<file path="src/design/nll_pkg.sv">
// Package for the numeric literal lexer: scan modes, radix kinds, character
// codes and the scan-state and result structs. No dependencies.
package nll_pkg;

    localparam int unsigned MAX_FRACTION_DIGITS = 19;

    localparam logic [2:0] MODE_IDLE = 3'd0;
    localparam logic [2:0] MODE_ZERO = 3'd1;
    localparam logic [2:0] MODE_BIN  = 3'd2;
    localparam logic [2:0] MODE_OCT  = 3'd3;
    localparam logic [2:0] MODE_HEX  = 3'd4;
    localparam logic [2:0] MODE_DEC  = 3'd5;
    localparam logic [2:0] MODE_FRAC = 3'd6;

    localparam logic [1:0] KIND_DEC = 2'd0;
    localparam logic [1:0] KIND_BIN = 2'd1;
    localparam logic [1:0] KIND_OCT = 2'd2;
    localparam logic [1:0] KIND_HEX = 2'd3;

    localparam logic [7:0] CH_0      = 8'h30;
    localparam logic [7:0] CH_1      = 8'h31;
    localparam logic [7:0] CH_7      = 8'h37;
    localparam logic [7:0] CH_9      = 8'h39;
    localparam logic [7:0] CH_DOT    = 8'h2E;
    localparam logic [7:0] CH_UA     = 8'h41;
    localparam logic [7:0] CH_UF     = 8'h46;
    localparam logic [7:0] CH_LA     = 8'h61;
    localparam logic [7:0] CH_LF     = 8'h66;
    localparam logic [7:0] CH_UB     = 8'h42;
    localparam logic [7:0] CH_LB     = 8'h62;
    localparam logic [7:0] CH_UO     = 8'h4F;
    localparam logic [7:0] CH_LO     = 8'h6F;
    localparam logic [7:0] CH_UX     = 8'h58;
    localparam logic [7:0] CH_LX     = 8'h78;
    localparam logic [3:0] HEX_TEN   = 4'hA;

    typedef struct packed {
        logic [2:0]  mode;
        logic [63:0] acc;
        logic [63:0] facc;
        logic [4:0]  fcnt;
    } t_scan;

    typedef struct packed {
        logic [63:0] int_value;
        logic        is_fractional;
        logic [63:0] fraction_digits;
        logic [4:0]  fraction_count;
        logic [1:0]  radix_kind;
    } t_result;

endpackage

</file>
<file path="src/design/nll_if.sv">
// Channel interfaces for the numeric literal lexer: character in, result out.
// Valid/ready handshake; depends on nothing.
interface nll_in_if;
    logic       valid;
    logic       ready;
    logic [7:0] ch;

    modport source (output valid, output ch, input ready);
    modport sink   (input valid, input ch, output ready);
endinterface

interface nll_out_if;
    logic        valid;
    logic        ready;
    logic [63:0] int_value;
    logic        is_fractional;
    logic [63:0] fraction_digits;
    logic [4:0]  fraction_count;
    logic [1:0]  radix_kind;

    modport source (output valid, output int_value, output is_fractional,
                    output fraction_digits, output fraction_count,
                    output radix_kind, input ready);
    modport sink   (input valid, input int_value, input is_fractional,
                    input fraction_digits, input fraction_count,
                    input radix_kind, output ready);
endinterface

</file>
<file path="src/design/nll_step.sv">
// Next-state and result logic for one character of the literal scanner.
// Depends on nll_pkg.
module nll_step (
    input  nll_pkg::t_scan   i_cur,
    input  logic [7:0]       i_ch,
    output nll_pkg::t_scan   o_nxt,
    output logic             o_emit,
    output nll_pkg::t_result o_res
);

    logic        is_dec;
    logic        is_bin;
    logic        is_oct;
    logic        is_lhex;
    logic        is_uhex;
    logic [3:0]  dval;
    logic [3:0]  hval;
    logic [63:0] acc_x10;
    logic [63:0] facc_x10;
    logic        frac_room;
    logic        fin;
    logic [1:0]  fin_kind;
    logic        fin_frac;

    always_comb begin
        is_dec  = (i_ch >= nll_pkg::CH_0) && (i_ch <= nll_pkg::CH_9);
        is_bin  = (i_ch == nll_pkg::CH_0) || (i_ch == nll_pkg::CH_1);
        is_oct  = (i_ch >= nll_pkg::CH_0) && (i_ch <= nll_pkg::CH_7);
        is_lhex = (i_ch >= nll_pkg::CH_LA) && (i_ch <= nll_pkg::CH_LF);
        is_uhex = (i_ch >= nll_pkg::CH_UA) && (i_ch <= nll_pkg::CH_UF);
        dval    = 4'(i_ch - nll_pkg::CH_0);
        if (is_lhex) begin
            hval = 4'(i_ch - nll_pkg::CH_LA) + nll_pkg::HEX_TEN;
        end else if (is_uhex) begin
            hval = 4'(i_ch - nll_pkg::CH_UA) + nll_pkg::HEX_TEN;
        end else begin
            hval = dval;
        end
        acc_x10   = (i_cur.acc << 3) + (i_cur.acc << 1);
        facc_x10  = (i_cur.facc << 3) + (i_cur.facc << 1);
        frac_room = i_cur.fcnt < 5'(nll_pkg::MAX_FRACTION_DIGITS);
    end

    always_comb begin
        o_nxt    = i_cur;
        fin      = 1'b0;
        fin_kind = nll_pkg::KIND_DEC;
        fin_frac = 1'b0;
        unique case (i_cur.mode)
            nll_pkg::MODE_IDLE: begin
                o_nxt.acc  = '0;
                o_nxt.facc = '0;
                o_nxt.fcnt = '0;
                if (i_ch == nll_pkg::CH_0) begin
                    o_nxt.mode = nll_pkg::MODE_ZERO;
                end else if (is_dec) begin
                    o_nxt.acc  = {60'd0, dval};
                    o_nxt.mode = nll_pkg::MODE_DEC;
                end else if (i_ch == nll_pkg::CH_DOT) begin
                    o_nxt.mode = nll_pkg::MODE_FRAC;
                end else begin
                    fin = 1'b1;
                end
            end
            nll_pkg::MODE_ZERO: begin
                if (i_ch == nll_pkg::CH_LB || i_ch == nll_pkg::CH_UB) begin
                    o_nxt.mode = nll_pkg::MODE_BIN;
                end else if (i_ch == nll_pkg::CH_LO || i_ch == nll_pkg::CH_UO) begin
                    o_nxt.mode = nll_pkg::MODE_OCT;
                end else if (i_ch == nll_pkg::CH_LX || i_ch == nll_pkg::CH_UX) begin
                    o_nxt.mode = nll_pkg::MODE_HEX;
                end else if (i_ch == nll_pkg::CH_DOT) begin
                    o_nxt.mode = nll_pkg::MODE_FRAC;
                end else begin
                    fin = 1'b1;
                end
            end
            nll_pkg::MODE_BIN: begin
                if (is_bin) begin
                    o_nxt.acc = {i_cur.acc[62:0], dval[0]};
                end else begin
                    fin      = 1'b1;
                    fin_kind = nll_pkg::KIND_BIN;
                end
            end
            nll_pkg::MODE_OCT: begin
                if (is_oct) begin
                    o_nxt.acc = {i_cur.acc[60:0], dval[2:0]};
                end else begin
                    fin      = 1'b1;
                    fin_kind = nll_pkg::KIND_OCT;
                end
            end
            nll_pkg::MODE_HEX: begin
                if (is_dec || is_lhex || is_uhex) begin
                    o_nxt.acc = {i_cur.acc[59:0], hval};
                end else begin
                    fin      = 1'b1;
                    fin_kind = nll_pkg::KIND_HEX;
                end
            end
            nll_pkg::MODE_DEC: begin
                if (is_dec) begin
                    o_nxt.acc = acc_x10 + {60'd0, dval};
                end else if (i_ch == nll_pkg::CH_DOT) begin
                    o_nxt.mode = nll_pkg::MODE_FRAC;
                end else begin
                    fin = 1'b1;
                end
            end
            nll_pkg::MODE_FRAC: begin
                if (is_dec) begin
                    if (frac_room) begin
                        o_nxt.facc = facc_x10 + {60'd0, dval};
                        o_nxt.fcnt = i_cur.fcnt + 5'd1;
                    end
                end else begin
                    fin      = 1'b1;
                    fin_frac = 1'b1;
                end
            end
            default: begin
                // bad mode code: back to idle, no result
                o_nxt.mode = nll_pkg::MODE_IDLE;
                o_nxt.acc  = '0;
                o_nxt.facc = '0;
                o_nxt.fcnt = '0;
            end
        endcase

        if (fin) begin
            o_nxt.mode = nll_pkg::MODE_IDLE;
            o_nxt.acc  = '0;
            o_nxt.facc = '0;
            o_nxt.fcnt = '0;
        end

        o_emit                = fin;
        o_res.int_value       = (i_cur.mode == nll_pkg::MODE_IDLE) ? 64'd0 : i_cur.acc;
        o_res.is_fractional   = fin_frac;
        o_res.fraction_digits = fin_frac ? i_cur.facc : 64'd0;
        o_res.fraction_count  = fin_frac ? i_cur.fcnt : 5'd0;
        o_res.radix_kind      = fin_kind;
    end

endmodule

</file>
<file path="src/design/numeric_literal_lexer_core.sv">
// Numeric literal lexer: one character per transfer in; one result transfer
// out when a literal ends. Takes one character a cycle, sustained, whenever
// the result side is not stalled: a character goes into an input register,
// passes the combinational scan logic (one 64-bit shift or times-ten add)
// and, once the output register is free, a finished literal's result is
// registered there from the scan of its terminating character. The
// terminating character only ends the literal and must be sent again to
// start the next literal. Fraction digits beyond 19 are dropped. Depends on
// nll_pkg, nll_if and nll_step.
module numeric_literal_lexer_core (
    input  logic           i_clk,
    input  logic           i_rst_n,
    nll_in_if.sink         i_in,
    nll_out_if.source      o_out
);

    logic             r_in_valid;
    logic [7:0]       r_ch;
    nll_pkg::t_scan   r_scan;
    logic             r_out_valid;
    nll_pkg::t_result r_res;

    nll_pkg::t_scan   n_scan;
    nll_pkg::t_result step_res;
    logic             step_emit;
    logic             out_free;
    logic             stage_fire;

    nll_step u_step (
        .i_cur  (r_scan),
        .i_ch   (r_ch),
        .o_nxt  (n_scan),
        .o_emit (step_emit),
        .o_res  (step_res)
    );

    assign out_free   = !r_out_valid || o_out.ready;
    assign stage_fire = r_in_valid && (!step_emit || out_free);
    assign i_in.ready = !r_in_valid || stage_fire;

    always_ff @(posedge i_clk) begin
        if (!i_rst_n) begin
            r_in_valid  <= 1'b0;
            r_out_valid <= 1'b0;
            r_scan      <= '{mode: nll_pkg::MODE_IDLE, acc: '0, facc: '0, fcnt: '0};
        end else begin
            if (i_in.ready) begin
                r_in_valid <= i_in.valid;
            end
            if (stage_fire) begin
                r_scan <= n_scan;
            end
            if (stage_fire && step_emit) begin
                r_out_valid <= 1'b1;
            end else if (o_out.ready) begin
                r_out_valid <= 1'b0;
            end
        end
    end

    always_ff @(posedge i_clk) begin
        if (i_in.ready && i_in.valid) begin
            r_ch <= i_in.ch;
        end
        if (stage_fire && step_emit) begin
            r_res <= step_res;
        end
    end

    assign o_out.valid           = r_out_valid;
    assign o_out.int_value       = r_res.int_value;
    assign o_out.is_fractional   = r_res.is_fractional;
    assign o_out.fraction_digits = r_res.fraction_digits;
    assign o_out.fraction_count  = r_res.fraction_count;
    assign o_out.radix_kind      = r_res.radix_kind;

endmodule

</file>
<file path="src/flat_wrapper.sv">
// flat-port wrapper written by rule: the top's interface ports become plain ports
module numeric_literal_lexer_core_flat 
  (i_clk, i_rst_n, i_in_valid, i_in_ch, i_in_ready, o_out_valid, o_out_int_value, o_out_is_fractional, o_out_fraction_digits, o_out_fraction_count, o_out_radix_kind, o_out_ready);
  nll_in_if i_in_i ();
  nll_out_if o_out_i ();
  input  logic i_clk;
  input  logic i_rst_n;
  input wire logic [$bits(i_in_i.valid)-1:0] i_in_valid;
  input wire logic [$bits(i_in_i.ch)-1:0] i_in_ch;
  output wire logic [$bits(i_in_i.ready)-1:0] i_in_ready;
  output wire logic [$bits(o_out_i.valid)-1:0] o_out_valid;
  output wire logic [$bits(o_out_i.int_value)-1:0] o_out_int_value;
  output wire logic [$bits(o_out_i.is_fractional)-1:0] o_out_is_fractional;
  output wire logic [$bits(o_out_i.fraction_digits)-1:0] o_out_fraction_digits;
  output wire logic [$bits(o_out_i.fraction_count)-1:0] o_out_fraction_count;
  output wire logic [$bits(o_out_i.radix_kind)-1:0] o_out_radix_kind;
  input wire logic [$bits(o_out_i.ready)-1:0] o_out_ready;
  assign i_in_i.valid = i_in_valid;
  assign i_in_i.ch = i_in_ch;
  assign i_in_ready = i_in_i.ready;
  assign o_out_valid = o_out_i.valid;
  assign o_out_int_value = o_out_i.int_value;
  assign o_out_is_fractional = o_out_i.is_fractional;
  assign o_out_fraction_digits = o_out_i.fraction_digits;
  assign o_out_fraction_count = o_out_i.fraction_count;
  assign o_out_radix_kind = o_out_i.radix_kind;
  assign o_out_i.ready = o_out_ready;
  numeric_literal_lexer_core u_core (.i_clk(i_clk), .i_rst_n(i_rst_n), .i_in(i_in_i), .o_out(o_out_i));
endmodule
</file>
<file path="config.mk">
export PLATFORM = sky130hd
export DESIGN_NAME = numeric_literal_lexer_core_flat
export DESIGN_NICKNAME = d
export VERILOG_FILES = /design/src/design/nll_pkg.sv /design/src/design/nll_if.sv /design/src/design/nll_step.sv /design/src/design/numeric_literal_lexer_core.sv /design/src/flat_wrapper.sv
export SDC_FILE = /design/constraint.sdc
export NUM_CORES = 1
export LEC_CHECK = 0
export BUFFER_PORTS_ARGS = -buffer_cell sky130_fd_sc_hd__buf_2
export CORE_UTILIZATION = 54
export DETAILED_ROUTE_END_ITERATION = 8
export GPL_TIMING_DRIVEN = 0
export PLACE_DENSITY = 0.71
export SLEW_MARGIN = 20
export SYNTH_ARGS = -nofsm -noshare
export SYNTH_HDL_FRONTEND = slang
export SYNTH_SLANG_ARGS = --single-unit
</file>
<file path="constraint.sdc">
create_clock -name i_clk -period 11.8 [get_ports i_clk]
set_input_delay 1.77 -clock i_clk [delete_from_list [all_inputs] [get_ports i_clk]]
set_output_delay 1.77 -clock i_clk [all_outputs]
set_load 0.01 [all_outputs]
</file>
==> impl_metrics.csv <==
group,metric,value,unit
outcome,outcome,"complete, no violations",
clocking,cts_buffers,31,
sta,hold_violations,0,
yosys,synth_cell_type_count,86,
global_route,grt_usage,0.290,
global_route,grt_pass1_wl,92600,um
yosys,synth_xor_area_frac,0.0482,
final_layout,fillers,3265,
global_route,grt_overflow_total,0,
final_layout,areaGrowthSynthToFinish,12.3,%
clocking,h-tree-depth,1,
clocking,clk_latency,0.58,ns
sta,rsz0062_at_grt,"false",
detailed_routing,ant_nets,0,
die,die_y,199,um
final_layout,nets,2787,
sta,worstMarginPinSlew,1.09,ns
sta,setup_viol,0,
sta,slew_violations,0,
pwr,seqPwrFrac,0.491,
yosys,postSynthAreaPerCell,8.95,um2
sta,slew_headroom,0.258,
detailed_routing,wl_per_cell,18.8,um
pwr,ir_drop,0.102,mV
yosys,synth_top_family_by_area,"compound AO/OA/AOI/OAI gates",
final_layout,finalCoreUtilization,0.620,
detailed_routing,via_count,18792,
clocking,cts_root_buffer,"clkbuf_16",
place,io_buffers,148,
setup_path,cp_num_buf_inv,3,
sta,period_needed,4.99,ns
yosys,synthArstFlopShare,0,
hold_path,worstHoldPathType,"flip-flop to flip-flop",
yosys,synth_edf_count,144,
place,place_hpwl,43700,um
pwr,p_clk_frac,0.468,
sta,fin_skew,0.0230,ns
setup_path,cp.arrival,3.22,ns
yosys,synth_fa_ha_area_frac,0.153,
yosys,ys_ff_latch,282,
job,maxCapViolations,0,
yosys,syn_inst,2336,
setup_path,crit_fanout,8,
yosys,synth-seq-area-share,0.339,
pwr,intPower,0.00166,W
clocking,cts_resized,0,
detailed_routing,drtPass1Iterations,7,
detailed_routing,via_per_inst,6.14,
detailed_routing,wl,57500,um
setup_path,cp_common_cell,"inv_1",
setup_path,start_kind,"flip-flop",
place,place_congestion,0.963,
yosys,synth_compound_area_frac,0.214,
setup_path,crit_path_end_kind,"primary output",
yosys,ys.flop_type,"edfxtp_1",
clocking,clkTransAtPathRegs,0.07,ns
clocking,hold_buffers,0,
setup_path,worst-setup-path-type,"flip-flop to primary output",
pwr,p_leak,10.2,nW
die,die_x,199,um
global_route,grt_pass1_vias,18217,
setup_path,crit_required,10.03,ns
sta,fmax,200,MHz
pwr,swShare,0.225,
clocking,postCtsSetupRepairBufs,0,
yosys,synth_nets,2601,
yosys,ys_warn_count,0,
sta,setup_tns,0,ns
die,row_count,71,
global_route,grt_max_degree,32,
global_route,antenna_found_initial,1,
yosys,synth-simple-area-share,0.178,
detailed_routing,drc,0,
clocking,cts_tree,"yes",
sta,post-route-period-util,0.423,
pwr,p_sw,0.000483,W
die,start_util,0.552,
setup_path,critPathSlowestCell,"edfxtp_1",
pwr,p_per_area,91.4,nW/um2
yosys,synth_mux_area_frac,0.0319,
pwr,pwr-share-comb,0.042,
setup_path,crit_family,"compound AO/OA/AOI/OAI gates",
die,die-area,39500,um2
yosys,syn_area,20900,um2
setup_path,path_cells,"inv_1 -> ha_1 -> o21bai_1 -> a21oi_1 -> o32a_1 -> o21a_1 -> nand3_1 -> nand2_1 -> nor2_1 -> inv_1 -> buf_2",
die,core,37800,um2
die,pin_count,150,
clocking,cts_num_sinks,282,
final_layout,drive_above_1_share,0.106,
setup_path,critPathMaxStageDelay,0.53,ns
detailed_routing,drtIter0Drc,1462,
clocking,clock_path_buffers,3,
[area by class of cell]
| cell class | instances | area, um2 | share of cell area |
|---|---|---|---|
| clock buffers | 33 | 783 | 0.0334 |
| clock inverters | 24 | 265 | 0.0113 |
| repair buffers | 153 | 863 | 0.0368 |
| plain buffers | 151 | 582 | 0.0248 |
| well taps | 511 | 639 | 0.0272 |
| multi-input cells | 1856 | 13100 | 0.557 |
| diodes | 2 | 5.00 | 0.000213 |
| flip-flops and latches | 282 | 7090 | 0.302 |
| inverters | 47 | 176 | 0.00752 |
[power by group through the flow]
stage / combinational, W / clock [W] / sequential (W)
final: 0.0000895 / 0.00100 / 0.00105
after global routing: 0.0000971 / 0.00105 / 0.00105
after CTS: 0.0000894 / 0.00102 / 0.00105
after detailed placement: 0.0000894 / 0 / 0.00107
after global placement: 0.0000810 / 0 / 0.00108
after floorplan: 0.0000372 / 0 / 0.00109
[per-layer routing]
metal	share of wire	wire, um	up-vias	global-route usage
met2	0.48	27800	647	0.507
met4	0.029	1650	0	0.107
li1	-	-	9074	-
met5	0	0	-	0
met3	0.055	3190	120	0.0293
met1	0.43	24800	8951	0.368
[cell usage in the layout, fill, tap and decap left out, types with 51 or more instances in the layout]
cell type	instances
ha_1	249
a21oi_1	233
nand2_1	183
buf_2	154
nor2_1	151
edfxtp_1	144
dfxtp_1	138
clkbuf_1	136
o21ai_0	118
and2_1	80
nor2b_1	78
a21o_1	78
xnor2_1	68
nand3_1	65
nor3_1	51
[cell usage after synthesis, types with 11 or more instances]
cell type | n | area, um2
nor2_1 | 153 | 574
ha_1 | 249 | 3120
edfxtp_1 | 144 | 4320
mux2i_1 | 35 | 350
clkbuf_1 | 134 | 503
o21a_1 | 17 | 128
nand2_1 | 183 | 687
a21o_1 | 78 | 586
inv_1 | 45 | 169
a222oi_1 | 29 | 290
and2_1 | 80 | 500
a211o_1 | 13 | 114
o221ai_1 | 11 | 96.3
o21ai_0 | 118 | 591
xnor2_1 | 68 | 596
or3_1 | 14 | 87.6
a21oi_1 | 233 | 1170
nor2b_1 | 78 | 488
dfxtp_1 | 138 | 2760
nand2b_1 | 14 | 87.6
o31ai_1 | 12 | 90.1
o22ai_1 | 16 | 100
nand4_1 | 40 | 250
xor2_1 | 47 | 412
a31oi_1 | 24 | 150
a211oi_1 | 11 | 82.6
a221oi_1 | 11 | 96.3
nor3_1 | 52 | 260
mux2_2 | 28 | 315
nand3_1 | 65 | 325
o21bai_1 | 21 | 158
[worst min-delay path, cell delays in order, from the launching register on]
cell and delay (ns):
dfxtp_1 0.32, nand2_1 0.05, o21ai_0 0.06
[flip-flops by register name, summed over array words and instances (netlist names)]
| name | cells |
|---|---|
| u_core.r_scan | 136 |
| u_core.o_out.fraction_digits | 64 |
| u_core.o_out.int_value | 64 |
| u_core.r_ch | 8 |
| u_core.o_out.fraction_count | 5 |
| u_core.o_out.radix_kind | 2 |
| u_core.o_out.is_fractional | 1 |
| u_core.o_out.valid | 1 |
| u_core.r_in_valid | 1 |
[through the flow]
stage | cells | setup WS, ns | hold WS [ns] | instance area (um2) | power (W)
after floorplan | 2336 | 3.69 | 0.417 | 20900 | 0.00112
after global placement | 2995 | 1.08 | 0.429 | 22300 | 0.00116
after detailed placement | 3000 | 6.92 | 0.445 | 22400 | 0.00116
after CTS | 3057 | 6.83 | 0.461 | 23500 | 0.00216
after global routing | 3058 | 6.62 | 0.516 | 23500 | 0.00220
final | 3059 | 6.81 | 0.464 | 23500 | 0.00214
[final timing paths]
check	startpoint	endpoint	slack, ns	cells after the start
max	u_core.r_ch[0]$_DFFE_PP_	i_in_ready	6.81	11
min	u_core.r_scan[68]$_SDFFE_PN0P_	u_core.r_scan[68]$_SDFFE_PN0P_	0.46	2
min reg2reg	u_core.r_scan[68]$_SDFFE_PN0P_	u_core.r_scan[68]$_SDFFE_PN0P_	0.46	2
max reg2reg	u_core.r_ch[3]$_DFFE_PP_	u_core.r_scan[122]$_SDFFE_PN0P_	7.17	14
[cells by family after synthesis]
kind of cell	after synthesis
mux	63
compound gates	689
xor+xnor	115
flops	282
buf+inv	198
fa+ha+maj	253
simple gates	736
No activity file was read; power rests on OpenSTA's default activity.
